`src/rtl/core/vmls_pkg.sv`:
```
// ----------------------------------------------------------------------------
// vmls_pkg
// Shared sizes, register indexes and controller/datapath interface types
// for the vote max level selector.
// ----------------------------------------------------------------------------
package vmls_pkg;

  localparam int SLOTS       = 8;
  localparam int LEVEL_BITS  = 4;
  localparam int VOTE_BITS   = 8;

  localparam int SLOT_IDX_W  = 3;   // index into the slots
  localparam int SLOT_CNT_W  = 4;   // slots_in_use register width
  localparam int TABLE_W     = 32;  // slot_level_table register width
  localparam int CFG_DATA_W  = 32;
  localparam int CFG_IDX_W   = 2;

  localparam logic [CFG_IDX_W-1:0] CFG_SLOTS_IN_USE = 2'd0;
  localparam logic [CFG_IDX_W-1:0] CFG_LEVEL_TABLE  = 2'd1;

  localparam logic OP_VOTE   = 1'b0;
  localparam logic OP_UNVOTE = 1'b1;

  localparam logic [VOTE_BITS-1:0] VOTE_MAX = {VOTE_BITS{1'b1}};

  // controller to datapath
  typedef struct packed {
    logic load;
    logic step;
    logic finish;
  } vmls_cmd_t;

  // datapath to controller
  typedef struct packed {
    logic scan_last;
    logic none_used;
  } vmls_sts_t;

  function automatic logic [LEVEL_BITS-1:0] slot_level(
    input logic [TABLE_W-1:0]    tbl,
    input logic [SLOT_IDX_W-1:0] idx
  );
    slot_level = tbl[idx*LEVEL_BITS +: LEVEL_BITS];
  endfunction

endpackage

```
`src/rtl/core/vmls_ctrl.sv`:
```
// ----------------------------------------------------------------------------
// vmls_ctrl
// Sequencer: accepts a word, walks the slots one per cycle, then closes the
// item with the result update.
// ----------------------------------------------------------------------------
module vmls_ctrl
  import vmls_pkg::*;
(
  input  logic      clk,
  input  logic      rst_n,
  input  logic      start,
  output logic      busy,
  input  vmls_sts_t sts,
  output vmls_cmd_t cmd
);

  localparam logic [1:0] ST_IDLE   = 2'd0;
  localparam logic [1:0] ST_SCAN   = 2'd1;
  localparam logic [1:0] ST_FINISH = 2'd2;

  logic [1:0] state_r;
  logic [1:0] state_nxt;

  always_comb begin
    state_nxt  = state_r;
    cmd.load   = 1'b0;
    cmd.step   = 1'b0;
    cmd.finish = 1'b0;
    unique case (state_r)
      ST_IDLE: begin
        if (start) begin
          cmd.load  = 1'b1;
          state_nxt = ST_SCAN;
        end
      end
      ST_SCAN: begin
        // no slot in use: nothing to walk
        if (sts.none_used) begin
          state_nxt = ST_FINISH;
        end else begin
          cmd.step = 1'b1;
          if (sts.scan_last) begin
            state_nxt = ST_FINISH;
          end
        end
      end
      ST_FINISH: begin
        cmd.finish = 1'b1;
        state_nxt  = ST_IDLE;
      end
      default: begin
        state_nxt = ST_IDLE;
      end
    endcase
  end

  always_ff @(posedge clk) begin
    if (!rst_n) begin
      state_r <= ST_IDLE;
    end else begin
      state_r <= state_nxt;
    end
  end

  assign busy = (state_r != ST_IDLE);

endmodule

```
`src/rtl/core/vmls_dp.sv`:
```
// ----------------------------------------------------------------------------
// vmls_dp
// Datapath: config registers, vote counters, per-slot update and max scan,
// and the result masks.
// ----------------------------------------------------------------------------
module vmls_dp
  import vmls_pkg::*;
(
  input  logic                   clk,
  input  logic                   rst_n,
  input  vmls_cmd_t              cmd,
  output vmls_sts_t              sts,
  input  logic                   in_op,
  input  logic [LEVEL_BITS-1:0]  in_level,
  input  logic                   cfg_we,
  input  logic [CFG_IDX_W-1:0]   cfg_index,
  input  logic [CFG_DATA_W-1:0]  cfg_wdata,
  output logic                   out_valid,
  output logic                   out_changed,
  output logic [LEVEL_BITS-1:0]  out_active_level,
  output logic [SLOTS-1:0]       out_activate_mask,
  output logic [SLOTS-1:0]       out_deactivate_mask
);

  logic [SLOT_CNT_W-1:0] slots_in_use_r;
  logic [TABLE_W-1:0]    level_table_r;

  logic [VOTE_BITS-1:0]  counts_r [SLOTS];

  logic                  op_r;
  logic [LEVEL_BITS-1:0] lvl_r;
  logic [SLOT_IDX_W-1:0] idx_r;
  logic                  found_r;
  logic [LEVEL_BITS-1:0] best_r;

  logic                  cur_valid_r;
  logic [LEVEL_BITS-1:0] cur_level_r;

  logic                  out_valid_r;
  logic                  out_changed_r;
  logic [LEVEL_BITS-1:0] out_level_r;
  logic [SLOTS-1:0]      out_act_r;
  logic [SLOTS-1:0]      out_deact_r;

  logic [SLOT_CNT_W-1:0] used_n;
  logic [LEVEL_BITS-1:0] scan_lvl;
  logic [VOTE_BITS-1:0]  scan_cnt;
  logic                  scan_hit;
  logic [VOTE_BITS-1:0]  scan_cnt_nxt;
  logic                  changed;
  logic [SLOTS-1:0]      act_mask;
  logic [SLOTS-1:0]      deact_mask;

  // slots_in_use above the slot count counts as all slots
  assign used_n = (slots_in_use_r > SLOT_CNT_W'(SLOTS)) ? SLOT_CNT_W'(SLOTS) : slots_in_use_r;

  assign sts.none_used = (used_n == '0);
  assign sts.scan_last = ((SLOT_CNT_W'(idx_r) + SLOT_CNT_W'(1)) == used_n);

  assign scan_lvl = slot_level(level_table_r, idx_r);
  assign scan_cnt = counts_r[idx_r];
  assign scan_hit = !found_r && (scan_lvl == lvl_r);

  always_comb begin
    scan_cnt_nxt = scan_cnt;
    if (scan_hit) begin
      if (op_r == OP_VOTE) begin
        if (scan_cnt != VOTE_MAX) begin
          scan_cnt_nxt = scan_cnt + VOTE_BITS'(1);
        end
      end else if (scan_cnt != '0) begin
        scan_cnt_nxt = scan_cnt - VOTE_BITS'(1);
      end
    end
  end

  assign changed = !cur_valid_r || (cur_level_r != best_r);

  always_comb begin
    act_mask   = '0;
    deact_mask = '0;
    for (int i = 0; i < SLOTS; i++) begin
      if (changed && (SLOT_CNT_W'(i) < used_n)) begin
        if (slot_level(level_table_r, SLOT_IDX_W'(i)) == best_r) begin
          act_mask[i] = 1'b1;
        end else if (cur_valid_r &&
                     slot_level(level_table_r, SLOT_IDX_W'(i)) == cur_level_r) begin
          deact_mask[i] = 1'b1;
        end
      end
    end
  end

  // configuration
  always_ff @(posedge clk) begin
    if (!rst_n) begin
      slots_in_use_r <= '0;
      level_table_r  <= '0;
    end else if (cfg_we) begin
      if (cfg_index == CFG_SLOTS_IN_USE) begin
        slots_in_use_r <= cfg_wdata[SLOT_CNT_W-1:0];
      end else if (cfg_index == CFG_LEVEL_TABLE) begin
        level_table_r <= cfg_wdata[TABLE_W-1:0];
      end
    end
  end

  // counters and scan state
  always_ff @(posedge clk) begin
    if (!rst_n) begin
      for (int i = 0; i < SLOTS; i++) begin
        counts_r[i] <= '0;
      end
      cur_valid_r <= 1'b0;
      cur_level_r <= '0;
      found_r     <= 1'b0;
      best_r      <= '0;
      idx_r       <= '0;
    end else begin
      if (cmd.load) begin
        idx_r   <= '0;
        found_r <= 1'b0;
        best_r  <= '0;
      end
      if (cmd.step) begin
        counts_r[idx_r] <= scan_cnt_nxt;
        found_r         <= found_r | scan_hit;
        // max uses the count as updated in this very cycle
        if ((scan_cnt_nxt != '0) && (scan_lvl > best_r)) begin
          best_r <= scan_lvl;
        end
        idx_r <= idx_r + SLOT_IDX_W'(1);
      end
      if (cmd.finish && changed) begin
        cur_valid_r <= 1'b1;
        cur_level_r <= best_r;
      end
    end
  end

  always_ff @(posedge clk) begin
    if (cmd.load) begin
      op_r  <= in_op;
      lvl_r <= in_level;
    end
  end

  always_ff @(posedge clk) begin
    if (!rst_n) begin
      out_valid_r <= 1'b0;
    end else begin
      out_valid_r <= cmd.finish;
    end
  end

  always_ff @(posedge clk) begin
    if (cmd.finish) begin
      out_changed_r <= changed;
      out_level_r   <= best_r;
      out_act_r     <= act_mask;
      out_deact_r   <= deact_mask;
    end
  end

  assign out_valid           = out_valid_r;
  assign out_changed         = out_changed_r;
  assign out_active_level    = out_level_r;
  assign out_activate_mask   = out_act_r;
  assign out_deactivate_mask = out_deact_r;

  a_strobe_single: assert property (@(posedge clk) disable iff (!rst_n)
    out_valid_r |=> !out_valid_r)
    else $error("result strobe held longer than one cycle");

  a_level_stored: assert property (@(posedge clk) disable iff (!rst_n)
    out_valid_r |-> (cur_valid_r && cur_level_r == out_level_r))
    else $error("stored level does not match reported level");

  a_masks_disjoint: assert property (@(posedge clk) disable iff (!rst_n)
    out_valid_r |-> ((out_act_r & out_deact_r) == '0))
    else $error("slot both activated and deactivated");

  a_masks_quiet: assert property (@(posedge clk) disable iff (!rst_n)
    (out_valid_r && !out_changed_r) |-> (out_act_r == '0 && out_deact_r == '0))
    else $error("masks set without a level change");

endmodule

```
`src/rtl/core/vote_max_level_selector.sv`:
```
// ----------------------------------------------------------------------------
// vote_max_level_selector
// Per-slot saturating vote counters with a tracked highest voted level and
// activate/deactivate slot masks on each level change.
// ----------------------------------------------------------------------------
//  channel  | handshake           | payload
//  ---------+---------------------+--------------------------------------------
//  input    | start & !busy       | in_op, in_level
//  result   | out_valid (1 cycle) | out_changed, out_active_level,
//           |                     | out_activate_mask, out_deactivate_mask
//  config   | cfg_we              | cfg_index, cfg_wdata
//
//  an item passes through accept, a scan of each slot in use (n = slots in
//  use, at most 8) for the shared update/max scan (an idle scan state when no
//  slot is in use), then finish; a new item is taken only once busy is low
//  result strobe comes the cycle after finish; busy is low in that cycle
//  sync active-low reset clears counters, config and the stored level
//  the receiver cannot stall; every item yields exactly one result word
// ----------------------------------------------------------------------------
module vote_max_level_selector
  import vmls_pkg::*;
(
  input  logic                  clk,
  input  logic                  rst_n,
  input  logic                  start,
  output logic                  busy,
  input  logic                  in_op,
  input  logic [LEVEL_BITS-1:0] in_level,
  output logic                  out_valid,
  output logic                  out_changed,
  output logic [LEVEL_BITS-1:0] out_active_level,
  output logic [SLOTS-1:0]      out_activate_mask,
  output logic [SLOTS-1:0]      out_deactivate_mask,
  input  logic                  cfg_we,
  input  logic [CFG_IDX_W-1:0]  cfg_index,
  input  logic [CFG_DATA_W-1:0] cfg_wdata
);

  vmls_cmd_t cmd;
  vmls_sts_t sts;

  vmls_ctrl u_ctrl (
    .clk   (clk),
    .rst_n (rst_n),
    .start (start),
    .busy  (busy),
    .sts   (sts),
    .cmd   (cmd)
  );

  vmls_dp u_dp (
    .clk                 (clk),
    .rst_n               (rst_n),
    .cmd                 (cmd),
    .sts                 (sts),
    .in_op               (in_op),
    .in_level            (in_level),
    .cfg_we              (cfg_we),
    .cfg_index           (cfg_index),
    .cfg_wdata           (cfg_wdata),
    .out_valid           (out_valid),
    .out_changed         (out_changed),
    .out_active_level    (out_active_level),
    .out_activate_mask   (out_activate_mask),
    .out_deactivate_mask (out_deactivate_mask)
  );

endmodule
```
`config.mk`:
```
export PLATFORM = sky130hd
export DESIGN_NAME = vote_max_level_selector
export DESIGN_NICKNAME = d
export VERILOG_FILES = /design/src/rtl/core/vmls_pkg.sv /design/src/rtl/core/vmls_ctrl.sv /design/src/rtl/core/vmls_dp.sv /design/src/rtl/core/vote_max_level_selector.sv
export SDC_FILE = /design/constraint.sdc
export NUM_CORES = 1
export LEC_CHECK = 0
export BUFFER_PORTS_ARGS = -buffer_cell sky130_fd_sc_hd__buf_4
export CAP_MARGIN = 25
export CORE_UTILIZATION = 28
export DETAILED_ROUTE_END_ITERATION = 10
export PLACE_DENSITY = 0.4
export RECOVER_POWER = 100
export SLEW_MARGIN = 20
export SYNTH_ARGS = -nofsm -noshare
export SYNTH_HDL_FRONTEND = slang
export SYNTH_HIERARCHICAL = 1
export SYNTH_SLANG_ARGS = --single-unit
```
`constraint.sdc`:
```
create_clock -name clk -period 8.85 [get_ports clk]
set_clock_uncertainty 0.05 [all_clocks]
set_input_delay 0.885 -clock clk [delete_from_list [all_inputs] [get_ports clk]]
set_output_delay 0.885 -clock clk [all_outputs]
set_load 0.02 [all_outputs]
```
==> flow_summary.toml <==
[outcome]
status = "finished, violations left"
violations = "max-capacitance violations, max-slew violations"

[setup_path]
crit_fanout = 20
required_ns = 9.15
crit_chain = "mux2_2 > a32o_1 > or4_1 > a21oi_1 > and4b_1 > a21oi_1 > a311oi_1 > a41o_1 > mux2i_1"
start_kind = "flop"
critical-path-top-delay-family = "compound AO/OA/AOI/OAI gates"
r2r_slack_ns = 4.12
r2r-start = "u_dp/idx_r[2]"
cpMaxStageDelayCell = "a311oi_1"
crit_path_end_kind = "flop"
path_class = "reg2reg"
critical_path_depth = 9
cp_common_cell = "a21oi_1"
crit_path_max_incr_delay_ns = 1.09
regToRegEndpoint = "u_dp/best_r[3]"
r2r_cells = 9
critPathLaunch = "u_dp/idx_r[2]"
critPathBufInv = 0
cp.arrival_ns = 5.02

[logic_synthesis]
syn-num-nets = 792
synth_mux_area_share_pct = 10.3
ys_dominant_reg_cell = "edfxtp_1"
synth-compound-area-share_pct = 9.87
synth_area_um2 = 7810
synth_fa_ha_area_share_pct = 1.28
synth_warnings = 6
ys_async_sr_fraction_pct = 0
netlist_instances = 741
synth_cell_types = 69
yosys.area_share.simple_pct = 18.5
synth_seq_cells = 145
synth_top_family_by_area = "simple AND/OR/NAND/NOR gates"
synth_xor_area_share_pct = 7.96
synth-edff-count = 90
ys_seq_area_share_pct = 48.7
synth.avg_cell_area_um2 = 10.5

[sta]
worst-slew-pin-transition_ns = 2.41
fin_crit_ns = 4.73
setup_tns_ns = 0
max_slew_margin_pct = -60.7
fmax_ghz = 0.211
finalSetupViolCount = 0
final_max_slew_viol_count = 66
min_period_over_period_pct = 53.4
whs_ns = 0.452
hold_viol = 0
rsz0062_at_grt = "false"

[clocking]
clk_pin_slew_worst_paths_ns = 0.06
numCtsBuffers = 17
cts_root_buf = "clkbuf_16"
h-tree-depth = 4
clock_latency_ns = 0.43
post_cts_resized = 0
clock_sinks = 145
cts_hold_buf = 0
cts_buffer_depth = 2
cts_tree = "done"
postCtsSetupRepairBufs = 0

[floorplanning]
io_pins = 66
std_cell_rows = 60
core-area_um2 = 27200
start_util_pct = 28.7
die_w_um = 169
dieArea_um2 = 28600
die_h_um = 169

[cells_and_area]
fin_nets = 842
multi_input_area_um2 = 3710
antenna-diode-count = 0
drive_gt1_share_pct = 14.1
seq_area_um2 = 3800
fillCellCount = 2815
area_growth_pct = 16.8

[min_path]
hold_depth = 1
hold_start = "u_ctrl/state_r[1]"
holdPathEnd = "u_ctrl/state_r[1]"
hold_class = "reg2reg"

[grt]
antenna_found_initial = 0
grt_pass1_wl_um = 34900
track_usage_pct = 16.5
grt_pass1_vias = 6043
grt_max_degree = 66
grt_overflow = 0

[route]
postRouteAntennaNets = 0
vias_per_cell = 4.88
vias = 5741
drt_pass1_iterations = 5
first_iter_violations = 282
drt_wl_total_um = 22600
post-route-drc-count = 0
routedWlPerCell_um = 19.3

[placed_design]
dp_hpwl_um = 16100
finalWeightedCongestion = 0.841
port_buffers = 65

[job]
drv_cap = 1

[pwr]
ir_worst_vdd_mv = 0.107
pwr_density_cell_nw_per_um2 = 181
cellLeakagePower_nw = 3.26
cells in the mapped netlist (all sizes together), types with 14 or more instances:
library cell	instances	area, µm²
a21oi	14	85.1
xnor2	37	324
nand4	16	106
a21boi	34	255
nand2	106	398
clkbuf	27	101
nor3	24	120
nor2b	15	93.8
mux4	16	360
buf	16	114
o21ai	14	70.1
xor2	34	298
edfxtp	90	2700
nor2	88	330
mux2i	28	355
dfxtp	55	1100
flip-flops by register name, indices dropped and copies added (netlist names), named ones only:
name / count
u_dp/out_active_level: 4
u_dp/level_table_r: 32
u_dp/slots_in_use_r: 4
u_dp/best_r: 4
u_dp/lvl_r: 4
u_dp/out_changed: 1
u_dp/found_r: 1
u_dp/cur_valid_r: 1
u_dp/op_r: 1
u_dp/out_deactivate_mask: 8
u_ctrl/state_r: 2
u_dp/out_valid: 1
u_dp/cur_level_r: 4
u_dp/idx_r: 3
u_dp/out_activate_mask: 8
u_dp/counts_r: 64
cells in the final DEF, fill, tap and decap left out, drive strengths merged, types with 3 or more instances in the layout:
cell | synthesis | routed
a21oi | 14 | 14
and3 | 7 | 7
a21boi | 34 | 34
xor2 | 34 | 34
dfxtp | 55 | 55
buf | 16 | 41
clkbuf | 27 | 56
o22ai | 4 | 4
ha | 8 | 8
mux4 | 16 | 16
o21a | 5 | 5
nand2b | 4 | 4
o21ai | 14 | 14
mux2i | 28 | 28
a41o | 3 | 3
edfxtp | 90 | 90
nand2 | 106 | 106
clkinv | 1 | 7
nand3b | 7 | 7
nand4 | 16 | 16
nor4 | 4 | 4
a211oi | 6 | 6
and2 | 8 | 8
nand3 | 7 | 7
a31oi | 4 | 4
nor3 | 24 | 24
nor2b | 15 | 15
nor3b | 3 | 3
nor2 | 88 | 88
o211ai | 3 | 3
xnor2 | 37 | 37
a22oi | 7 | 7
mux2 | 8 | 8
inv | 13 | 13
per-stage QoR:
stage	instances	worst slack (ns)	instance area [µm²]	util [%]	power, mW
6_report	1176	4.12	9130	33.6	1.65
5_1_grt	1176	3.80	9130	33.6	1.71
4_1_cts	1175	4.48	9240	34.0	1.68
3_5_place_dp	1143	4.52	8620	31.7	0.921
3_3_place_gp	1142	4.63	8600	31.7	0.919
2_1_floorplan	741	5.50	7810	-	0.864
per-layer routing:
layer / share of wire (%) / wire, µm / GRT usage, %
met3: 3.4 / 760 / 2.81
met4: 2.9 / 661 / 7.32
met1: 43 / 9680 / 19.5
met5: 0 / 0 / 0
met2: 51 / 11500 / 29.1
how the worst max path moves through the flow:
stage	endpoint	slack [ns]
6_report	u_dp/best_r[3]	4.12
5_1_grt	u_dp/best_r[2]	3.80
4_1_cts	u_dp/best_r[3]	4.48
3_5_place_dp	u_dp/best_r[3]	4.52
3_3_place_gp	u_dp/best_r[3]	4.63
2_1_floorplan	u_dp/best_r[0]	5.50
worst register-to-register path, delay by kind of cell (launching register included):
family / cells / cell delay (ns)
AO/OA/AOI/OAI: 5 / 2.11
flip-flops: 1 / 0.83
multiplexers: 2 / 0.66
AND/OR/NAND/NOR: 2 / 1.00
cell type report:
cell class	count	area share, %
clock inverters	9	1.10
clock buffers	23	5.70
repair buffers	74	5.24
well taps	372	5.10
flip-flops and latches	145	41.7
inverters	14	0.576
multi-input cells	539	40.6
power breakdown:
part	switching (mW)	internal (mW)
sequential	0.0188	0.739
combinational	0.0848	0.0579
clock	0.283	0.469
cells by family (layout without fill, tap and decap cells):
family,count (synthesis),count (layout)
AO/OA/AOI/OAI,103,103
XOR/XNOR,71,71
adder cells (fa/ha/maj),8,8
buffers and inverters,57,120
flip-flops,145,145
multiplexers,52,52
AND/OR/NAND/NOR,305,305
Note: power is estimated with default switching activity, not from simulation.
